## config.mk

```make
export PLATFORM = sky130hd
export DESIGN_NAME = utf8_latin_fold_classifier_flat
export DESIGN_NICKNAME = d
export VERILOG_FILES = /design/src/rtl/ulfc_pkg.sv /design/src/rtl/ulfc_byte_if.sv /design/src/rtl/ulfc_result_if.sv /design/src/rtl/ulfc_decode.sv /design/src/rtl/ulfc_classify.sv /design/src/rtl/utf8_latin_fold_classifier.sv /design/src/flat_wrapper.sv
export SDC_FILE = /design/constraint.sdc
export NUM_CORES = 1
export LEC_CHECK = 0
export ABC_AREA = 0
export BUFFER_PORTS_ARGS = -buffer_cell sky130_fd_sc_hd__buf_2
export CORE_MARGIN = 4
export CORE_UTILIZATION = 59
export CTS_BUF_LIST = sky130_fd_sc_hd__clkbuf_4
export CTS_CLUSTER_DIAMETER = 200
export DETAILED_ROUTE_END_ITERATION = 7
export PLACE_DENSITY = 0.82
export SLEW_MARGIN = 20
export SYNTH_ARGS = -nofsm -noshare
export SYNTH_HDL_FRONTEND = slang
export SYNTH_SLANG_ARGS = --single-unit
```

## constraint.sdc

```tcl
create_clock -name i_clk -period 3.4 [get_ports i_clk]
set_clock_uncertainty 0.2 [all_clocks]
set_input_delay 0.34 -clock i_clk [delete_from_list [all_inputs] [get_ports i_clk]]
set_output_delay 0.34 -clock i_clk [all_outputs]
set_load 0.05 [all_outputs]
```

## src/rtl/ulfc_pkg.sv

```systemverilog
// ulfc_pkg: types, codes and fold tables for the utf-8 latin fold classifier
// no dependencies; imported by ulfc_decode, ulfc_classify and the top level
package ulfc_pkg;

    // lead and continuation byte codes
    localparam logic [7:0] LEAD_C3   = 8'hc3;
    localparam logic [7:0] LEAD_C2   = 8'hc2;
    localparam logic [7:0] LEAD_E2   = 8'he2;
    localparam logic [7:0] CONT_80   = 8'h80;
    localparam logic [7:0] GUIL_L    = 8'hab;
    localparam logic [7:0] GUIL_R    = 8'hbb;
    localparam logic [7:0] QUOTE_DL  = 8'h9c;
    localparam logic [7:0] QUOTE_DR  = 8'h9d;
    localparam logic [7:0] DASH_EN   = 8'h93;
    localparam logic [7:0] ELLIPSIS  = 8'ha6;
    localparam logic [7:0] QUOTE_SL  = 8'h98;
    localparam logic [7:0] QUOTE_SR  = 8'h99;

    // ascii codes used by the fold and the classes
    localparam logic [7:0] CH_SPACE  = 8'h20;
    localparam logic [7:0] CH_TAB    = 8'h09;
    localparam logic [7:0] CH_LF     = 8'h0a;
    localparam logic [7:0] CH_APOS   = 8'h27;
    localparam logic [7:0] CH_DASH   = 8'h2d;
    localparam logic [7:0] CH_DOT    = 8'h2e;
    localparam logic [7:0] CH_UNDER  = 8'h5f;
    localparam logic [7:0] CH_NONE   = 8'h00;

    // pending-sequence state
    typedef enum logic [2:0] {
        PFX_IDLE = 3'd0,
        PFX_C3   = 3'd1,
        PFX_C2   = 3'd2,
        PFX_E2   = 3'd3,
        PFX_E280 = 3'd4
    } t_prefix;

    // decoder result for one byte
    typedef struct packed {
        logic       has_result;
        logic [7:0] char;
    } t_dec;

    // class flags of one folded character
    typedef struct packed {
        logic vowel;
        logic consonant;
        logic in_word;
        logic space;
        logic punct;
        logic separation;
        logic merge;
    } t_flags;

    // second byte after c3 folded to a plain lower-case letter, 0 if unknown
    function automatic logic [7:0] fold_accent(input logic [7:0] b);
        logic [7:0] c;
        c = CH_NONE;
        unique case (b)
            8'h87, 8'ha7:                               c = "c";
            8'ha0, 8'ha1, 8'ha2, 8'ha3,
            8'h80, 8'h81, 8'h82, 8'h83:                 c = "a";
            8'ha8, 8'ha9, 8'haa, 8'h88, 8'h89, 8'h8a:   c = "e";
            8'hac, 8'had, 8'h8c, 8'h8d:                 c = "i";
            8'hb2, 8'hb3, 8'hb4, 8'hb5,
            8'h92, 8'h93, 8'h94, 8'h95:                 c = "o";
            8'hb9, 8'hba, 8'h99, 8'h9a:                 c = "u";
            default:                                    c = CH_NONE;
        endcase
        return c;
    endfunction

endpackage

```

## src/rtl/ulfc_byte_if.sv

```systemverilog
// ulfc_byte_if: valid/ready channel carrying one raw utf-8 byte
// no dependencies
interface ulfc_byte_if;
    logic       valid;
    logic       ready;
    logic [7:0] in_byte;

    modport source (output valid, output in_byte, input ready);
    modport sink   (input valid, input in_byte, output ready);
endinterface

```

## src/rtl/ulfc_result_if.sv

```systemverilog
// ulfc_result_if: valid/ready channel carrying one folded character and its flags
// no dependencies
interface ulfc_result_if;
    logic       valid;
    logic       ready;
    logic [7:0] out_char;
    logic       flag_vowel;
    logic       flag_consonant;
    logic       flag_in_word;
    logic       flag_space;
    logic       flag_punct;
    logic       flag_separation;
    logic       flag_merge;

    modport source (
        output valid, output out_char, output flag_vowel, output flag_consonant,
        output flag_in_word, output flag_space, output flag_punct,
        output flag_separation, output flag_merge, input ready
    );
    modport sink (
        input valid, input out_char, input flag_vowel, input flag_consonant,
        input flag_in_word, input flag_space, input flag_punct,
        input flag_separation, input flag_merge, output ready
    );
endinterface

```

## src/rtl/ulfc_decode.sv

```systemverilog
// ulfc_decode: next-state and fold logic of the pending-sequence state machine
// depends on ulfc_pkg
module ulfc_decode
    import ulfc_pkg::*;
(
    input  t_prefix    i_state,
    input  logic [7:0] i_byte,
    output t_prefix    o_next_state,
    output t_dec       o_dec
);

    // next state: lead bytes open a sequence, e2 80 extends it
    always_comb begin
        o_next_state = PFX_IDLE;
        unique case (i_state)
            PFX_E2: begin
                o_next_state = (i_byte == CONT_80) ? PFX_E280 : PFX_IDLE;
            end
            PFX_C3, PFX_C2, PFX_E280: begin
                o_next_state = PFX_IDLE;
            end
            default: begin
                priority if (i_byte == LEAD_C3) begin
                    o_next_state = PFX_C3;
                end else if (i_byte == LEAD_C2) begin
                    o_next_state = PFX_C2;
                end else if (i_byte == LEAD_E2) begin
                    o_next_state = PFX_E2;
                end else begin
                    o_next_state = PFX_IDLE;
                end
            end
        endcase
    end

    // output: folded character, or no item while a sequence is pending
    always_comb begin
        o_dec.has_result = 1'b1;
        o_dec.char       = i_byte;
        unique case (i_state)
            PFX_C3: begin
                o_dec.char = fold_accent(i_byte);
            end
            PFX_C2: begin
                if (i_byte == GUIL_L || i_byte == GUIL_R) begin
                    o_dec.char = CH_SPACE;
                end
            end
            PFX_E2: begin
                o_dec.has_result = (i_byte != CONT_80);
            end
            PFX_E280: begin
                priority if (i_byte == QUOTE_DL || i_byte == QUOTE_DR) begin
                    o_dec.char = CH_DASH;
                end else if (i_byte == DASH_EN || i_byte == ELLIPSIS) begin
                    o_dec.char = CH_DOT;
                end else if (i_byte == QUOTE_SL || i_byte == QUOTE_SR) begin
                    o_dec.char = CH_APOS;
                end else begin
                    o_dec.char = i_byte;
                end
            end
            default: begin
                o_dec.has_result = !(i_byte == LEAD_C3 || i_byte == LEAD_C2 ||
                                     i_byte == LEAD_E2);
            end
        endcase
    end

endmodule

```

## src/rtl/ulfc_classify.sv

```systemverilog
// ulfc_classify: ascii class flags of one folded character
// depends on ulfc_pkg
module ulfc_classify
    import ulfc_pkg::*;
(
    input  logic [7:0] i_char,
    output t_flags     o_flags
);

    logic       upper;
    logic       lower;
    logic       letter;
    logic       digit;
    logic [7:0] low_case;
    logic       vowel_code;

    // letter and digit ranges
    assign upper    = (i_char >= "A") && (i_char <= "Z");
    assign lower    = (i_char >= "a") && (i_char <= "z");
    assign letter   = upper || lower;
    assign digit    = (i_char >= "0") && (i_char <= "9");
    assign low_case = i_char | 8'h20;
    assign vowel_code = (low_case == "a") || (low_case == "e") || (low_case == "i") ||
                        (low_case == "o") || (low_case == "u");

    // class flags
    always_comb begin
        o_flags.vowel      = letter && vowel_code;
        o_flags.consonant  = letter && !vowel_code;
        o_flags.in_word    = letter || digit || (i_char == CH_APOS) || (i_char == CH_UNDER);
        o_flags.space      = (i_char == CH_SPACE) || (i_char == CH_TAB) || (i_char == CH_LF);
        o_flags.punct      = (i_char == ".") || (i_char == ",") || (i_char == ":") ||
                             (i_char == ";") || (i_char == "?") || (i_char == "!");
        o_flags.separation = (i_char == "-") || (i_char == "\"") || (i_char == "[") ||
                             (i_char == "]") || (i_char == "(") || (i_char == ")");
        o_flags.merge      = (i_char == CH_APOS);
    end

endmodule

```

## src/rtl/utf8_latin_fold_classifier.sv

```systemverilog
// utf8_latin_fold_classifier: top level, input register, prefix state, result register
// depends on ulfc_pkg, ulfc_byte_if, ulfc_result_if, ulfc_decode, ulfc_classify
//
// usage
//   i_in carries one raw utf-8 byte per item (valid/ready, taken when both high).
//   o_out carries one folded character with its class flags per item.
//   lead bytes c3, c2 and e2 while no sequence is pending, and the 80 after e2,
//   give no output item; every other byte completes a character and gives exactly one output item.
// registers and throughput
//   a byte is captured in the input register when it is accepted; its result is
//   then loaded into the result register, which drives o_out, once that register
//   is free. one byte per cycle is sustained while o_out is not held; the only loop
//   is the 3-bit prefix state, updated by short logic in the same cycle.
// stalls
//   while o_out is held (valid without ready) the result register holds; the
//   input register still advances bytes that give no output item, and i_in
//   accepts a new byte whenever the input register empties in the same cycle.
// reset
//   i_rst_n is synchronous and active low: both registers empty, prefix idle.
module utf8_latin_fold_classifier
    import ulfc_pkg::*;
(
    input  logic               i_clk,
    input  logic               i_rst_n,
    ulfc_byte_if.sink          i_in,
    ulfc_result_if.source      o_out
);

    logic       r_in_valid;
    logic [7:0] r_in_byte;
    t_prefix    r_state;
    t_prefix    n_state;
    logic       r_out_valid;
    logic [7:0] r_out_char;
    t_flags     r_out_flags;
    t_dec       dec;
    t_flags     flags;
    logic       out_free;
    logic       advance;
    logic       in_take;

    // fold and state logic on the registered byte
    ulfc_decode u_decode (
        .i_state      (r_state),
        .i_byte       (r_in_byte),
        .o_next_state (n_state),
        .o_dec        (dec)
    );

    // classes of the folded character
    ulfc_classify u_classify (
        .i_char  (dec.char),
        .o_flags (flags)
    );

    // handshake control
    assign out_free   = !r_out_valid || o_out.ready;
    assign advance    = r_in_valid && (!dec.has_result || out_free);
    assign i_in.ready = !r_in_valid || advance;
    assign in_take    = i_in.valid && i_in.ready;

    // input register
    always_ff @(posedge i_clk) begin
        if (!i_rst_n) begin
            r_in_valid <= 1'b0;
        end else if (in_take) begin
            r_in_valid <= 1'b1;
        end else if (advance) begin
            r_in_valid <= 1'b0;
        end
    end

    always_ff @(posedge i_clk) begin
        if (in_take) begin
            r_in_byte <= i_in.in_byte;
        end
    end

    // prefix state
    always_ff @(posedge i_clk) begin
        if (!i_rst_n) begin
            r_state <= PFX_IDLE;
        end else if (advance) begin
            r_state <= n_state;
        end
    end

    // result register
    always_ff @(posedge i_clk) begin
        if (!i_rst_n) begin
            r_out_valid <= 1'b0;
        end else if (advance && dec.has_result) begin
            r_out_valid <= 1'b1;
        end else if (o_out.ready) begin
            r_out_valid <= 1'b0;
        end
    end

    always_ff @(posedge i_clk) begin
        if (advance && dec.has_result) begin
            r_out_char  <= dec.char;
            r_out_flags <= flags;
        end
    end

    // output channel
    assign o_out.valid           = r_out_valid;
    assign o_out.out_char        = r_out_char;
    assign o_out.flag_vowel      = r_out_flags.vowel;
    assign o_out.flag_consonant  = r_out_flags.consonant;
    assign o_out.flag_in_word    = r_out_flags.in_word;
    assign o_out.flag_space      = r_out_flags.space;
    assign o_out.flag_punct      = r_out_flags.punct;
    assign o_out.flag_separation = r_out_flags.separation;
    assign o_out.flag_merge      = r_out_flags.merge;

`ifndef NO_ASSERTIONS
    // a byte waiting in the input register is neither lost nor changed
    a_in_hold: assert property (@(posedge i_clk) disable iff (!i_rst_n)
        (r_in_valid && !advance) |=> (r_in_valid && $stable(r_in_byte)))
        else $error("input register lost or changed a waiting item");

    // e2 80 only ever follows e2
    a_e280_order: assert property (@(posedge i_clk) disable iff (!i_rst_n)
        ($changed(r_state) && r_state == PFX_E280) |-> ($past(r_state) == PFX_E2))
        else $error("prefix state reached e2 80 without e2");

    // a result waiting on a stalled receiver is never overwritten
    a_out_hold: assert property (@(posedge i_clk) disable iff (!i_rst_n)
        (r_out_valid && !o_out.ready) |-> !(advance && dec.has_result))
        else $error("result register overwritten while stalled");

    // the main classes exclude each other
    a_flags_excl: assert property (@(posedge i_clk) disable iff (!i_rst_n)
        r_out_valid |-> ($countones({r_out_flags.vowel, r_out_flags.consonant,
            r_out_flags.space, r_out_flags.punct, r_out_flags.separation}) <= 1))
        else $error("character in more than one class");

    // an apostrophe is always part of a word
    a_merge_word: assert property (@(posedge i_clk) disable iff (!i_rst_n)
        (r_out_valid && r_out_flags.merge) |-> r_out_flags.in_word)
        else $error("merge flag without in-word flag");
`endif

endmodule
```

## src/flat_wrapper.sv

```systemverilog
// flat-port wrapper written by rule: the top's interface ports become plain ports
module utf8_latin_fold_classifier_flat import ulfc_pkg::*;
  (i_clk, i_rst_n, i_in_valid, i_in_in_byte, i_in_ready, o_out_valid, o_out_out_char, o_out_flag_vowel, o_out_flag_consonant, o_out_flag_in_word, o_out_flag_space, o_out_flag_punct, o_out_flag_separation, o_out_flag_merge, o_out_ready);
  ulfc_byte_if i_in_i ();
  ulfc_result_if o_out_i ();
  input  logic i_clk;
  input  logic i_rst_n;
  input wire logic [$bits(i_in_i.valid)-1:0] i_in_valid;
  input wire logic [$bits(i_in_i.in_byte)-1:0] i_in_in_byte;
  output wire logic [$bits(i_in_i.ready)-1:0] i_in_ready;
  output wire logic [$bits(o_out_i.valid)-1:0] o_out_valid;
  output wire logic [$bits(o_out_i.out_char)-1:0] o_out_out_char;
  output wire logic [$bits(o_out_i.flag_vowel)-1:0] o_out_flag_vowel;
  output wire logic [$bits(o_out_i.flag_consonant)-1:0] o_out_flag_consonant;
  output wire logic [$bits(o_out_i.flag_in_word)-1:0] o_out_flag_in_word;
  output wire logic [$bits(o_out_i.flag_space)-1:0] o_out_flag_space;
  output wire logic [$bits(o_out_i.flag_punct)-1:0] o_out_flag_punct;
  output wire logic [$bits(o_out_i.flag_separation)-1:0] o_out_flag_separation;
  output wire logic [$bits(o_out_i.flag_merge)-1:0] o_out_flag_merge;
  input wire logic [$bits(o_out_i.ready)-1:0] o_out_ready;
  assign i_in_i.valid = i_in_valid;
  assign i_in_i.in_byte = i_in_in_byte;
  assign i_in_ready = i_in_i.ready;
  assign o_out_valid = o_out_i.valid;
  assign o_out_out_char = o_out_i.out_char;
  assign o_out_flag_vowel = o_out_i.flag_vowel;
  assign o_out_flag_consonant = o_out_i.flag_consonant;
  assign o_out_flag_in_word = o_out_i.flag_in_word;
  assign o_out_flag_space = o_out_i.flag_space;
  assign o_out_flag_punct = o_out_i.flag_punct;
  assign o_out_flag_separation = o_out_i.flag_separation;
  assign o_out_flag_merge = o_out_i.flag_merge;
  assign o_out_i.ready = o_out_ready;
  utf8_latin_fold_classifier u_core (.i_clk(i_clk), .i_rst_n(i_rst_n), .i_in(i_in_i), .o_out(o_out_i));
endmodule
```

==> metrics <==
Row Count 20; clock insertion delay at the later pin of the skew report 0.34 ns; final WL 4.478 mm; CTS tree built; die area 4179 um2; period utilisation layout 96.37%; clock buffer depth 2; Hold Crit Depth 3; post-synth net total 201; Slew Limit Fails 0; first-iteration detailed-routing DRC count 159; Slew @ Worst Pin 0.5988 ns; r2r setup slk 0.12 ns; Hold EP u_core.r_in_valid$_SDFFE_PN0P_; placed cell count 259; routed len/inst 15.77 um; Initial Util 62.01%; vias in the first global route 1579; antenna diode count 0; reg-to-reg endpoint u_core.o_out.flag_in_word$_DFFE_PP_; overall global routing resource usage 20.73%; P&R area growth vs syn 20.75%; synthesized-area fraction occupied by adder cells 0.5288%; Lkg Pwr 0.8694 nW; Post-Synth Simple-Gate Area 26.50%; die span in y 64.65 um; Root Driver clkbuf_4; initial antenna violation count 0; minimum clock period 3.276 ns; Clock Sinks 28; vias 1718; fmax 0.3052 GHz; Unique masters post-synth 63; commonest non-fill, non-tap cell in the layout buf_2; Post-synth EDFFs 23; Data arrival, critical path 3.15 ns; R2R depth 8; htree depth 1; cell count after synthesis 189; top_reg_cell synth edfxtp_1; Critical Path RT 3.28 ns; # resized after CTS 0; Detail Placement HPWL 3.131 mm; layout cells sized above 1 32.08%; I/O Pins 29; core area 3053 um2; outcome finished, final reports clean; Die X 64.65 um; Peak VDD IR 241.6 uV; largest net degree at the start of global routing 20; DRC viols 0; routed vias/inst 6.049; Seq cells post-synth 28; final hold viol count 0; Mean Syn Cell Area 10.02 um2; setup violators final 0; final net count 253; DR pass1 iterations 6; Worst Setup Start Kind flip-flop; hold crit path type in -> reg; most frequent cells in the layout 28 x buf_2, 23 x buf_4, 23 x edfxtp_1; Post-Syn Area 1893 um2; first-pass GRT wire length 6.927 mm; asr flop ratio synth 0%; min-delay src i_in_valid; Power Density 345.1 nW/um2; largest family of logic cells by synthesized area simple AND/OR/NAND/NOR gates; GRT overflow 0; IO buf count 28; Total Neg Setup Slack 0 ns; multiplexer share of the synthesized area 0.5288%; CTS clk-pin slew, worst paths 0.15 ns; Setup crit end kind flip-flop; Slew HR 59.66%; critical path class reg -> reg; critical path peak fanout 10; YS warnings 0; CP Launch Point u_core.r_in_byte[1]$_DFFE_PP_; compound-gate portion of the synthesized area 19.96%; xor/xnor share of the synthesized area 2.776%; GPL Wtd Cong 0.9520; RR Startpoint u_core.r_in_byte[1]$_DFFE_PP_; post-synthesis sequential area ratio 41.77%; fin cells 284; worst hold slack 0.06144 ns; number of buffers created by CTS 3; Max Cap Viol 0; Post-DRT Antenna Nets 0
==> routing by layer <==
metal	global-route usage [%]	share of wire, %	vias up
met2	38.92	51	95
li1	-	-	823
met3	2.426	7.1	19
met4	8.707	2.5	0
met1	23.50	39	781
met5	0	0	-
==> area by class of cell <==
type                            instances  area [um2]
Inverter                               10       42.54
Tap cell                               44       55.05
Clock buffer                            3       22.52
Clock inverter                          1       30.03
Multi-Input combinational cell        139       952.2
Timing Repair Buffer                   59       392.9
Fill cell                             213       767.0
Sequential cell                        28       790.8
==> flip-flops by register name, indices dropped and copies added, names as in the netlist <==
name / count
u_core.r_state: 3
u_core.o_out.out_char: 8
u_core.o_out.flag_punct: 1
u_core.o_out.flag_merge: 1
u_core.o_out.flag_separation: 1
u_core.r_in_byte: 8
u_core.o_out.valid: 1
u_core.r_in_valid: 1
u_core.o_out.flag_vowel: 1
u_core.o_out.flag_in_word: 1
u_core.o_out.flag_space: 1
u_core.o_out.flag_consonant: 1
==> how the worst max path moves through the flow <==
stage	endpoint	slack (ns)	depth (start not counted)
floorplan	u_core.o_out.flag_separation$_DFFE_PP_	0.58	11
global placement	u_core.o_out.flag_separation$_DFFE_PP_	0.26	8
detailed placement	u_core.o_out.flag_separation$_DFFE_PP_	0.14	10
CTS	u_core.o_out.flag_separation$_DFFE_PP_	0.07	10
global route	u_core.o_out.flag_in_word$_DFFE_PP_	-0.009	8
finish	u_core.o_out.flag_in_word$_DFFE_PP_	0.12	8
==> cell families after synthesis <==
family,after synthesis
AO/OA/AOI/OAI,52
XOR/XNOR,6
adder cells (fa/ha/maj),1
buffers and inverters,22
flip-flops,28
multiplexers,1
AND/OR/NAND/NOR,79
==> synth_stat cells, types with 3 or more instances <==
master,count,share of area [%]
edfxtp_1,23,36
nor2_1,18,3.6
nand2_1,13,2.6
a21oi_1,10,2.6
inv_1,8,1.6
o21ai_0,8,2.1
a21boi_0,6,2.4
buf_6,6,3.6
nor3_1,6,1.6
dfxtp_1,5,5.3
xnor2_1,5,2.3
and4bb_2,4,2.6
buf_4,4,1.6
or2_2,4,1.3
a32oi_1,3,1.4
nand2b_1,3,0.99
or3_1,3,0.99
==> per-stage QoR <==
stage	total power, mW	setup WS [ns]	area (um2)	utilization [%]
2_1_floorplan	0.5192	0.5824	1893	-
4_1_cts	0.7782	0.07332	2188	71.68
3_5_place_dp	0.5526	0.1366	2056	67.34
6_report	0.7889	0.1235	2286	74.88
3_3_place_gp	0.5470	0.2578	2056	67.34
5_1_grt	0.8183	-0.009200	2286	74.88
==> where the power goes <==
| part | internal (mW) | total, mW | leakage [nW] | switching [mW] |
|---|---|---|---|---|
| Sequential | 0.389 | 0.404 | 0.261 | 0.0152 |
| Clock | 0.119 | 0.222 | 0.0279 | 0.102 |
| Combinational | 0.0658 | 0.163 | 0.581 | 0.0972 |
==> worst max-delay path, cell delays in order (launching register included) <==
cell and delay, ns:
edfxtp_1 0.55, buf_4 0.22, nand2b_1 0.16, or3_1 0.42, o2bb2ai_1 0.15, a221o_1 0.39, or3_1 0.44, o221ai_1 0.31
o211ai_1 0.18
==> repair_timing <==
action | 4_1_cts | 5_1_grt
setup buffers | 0 | 13
hold endpoints to repair | 8 | 0
endpoints found under the setup margin | 0 | 3
hold buffers | 8 | 0
Note: power is estimated with default switching activity, not from simulation.
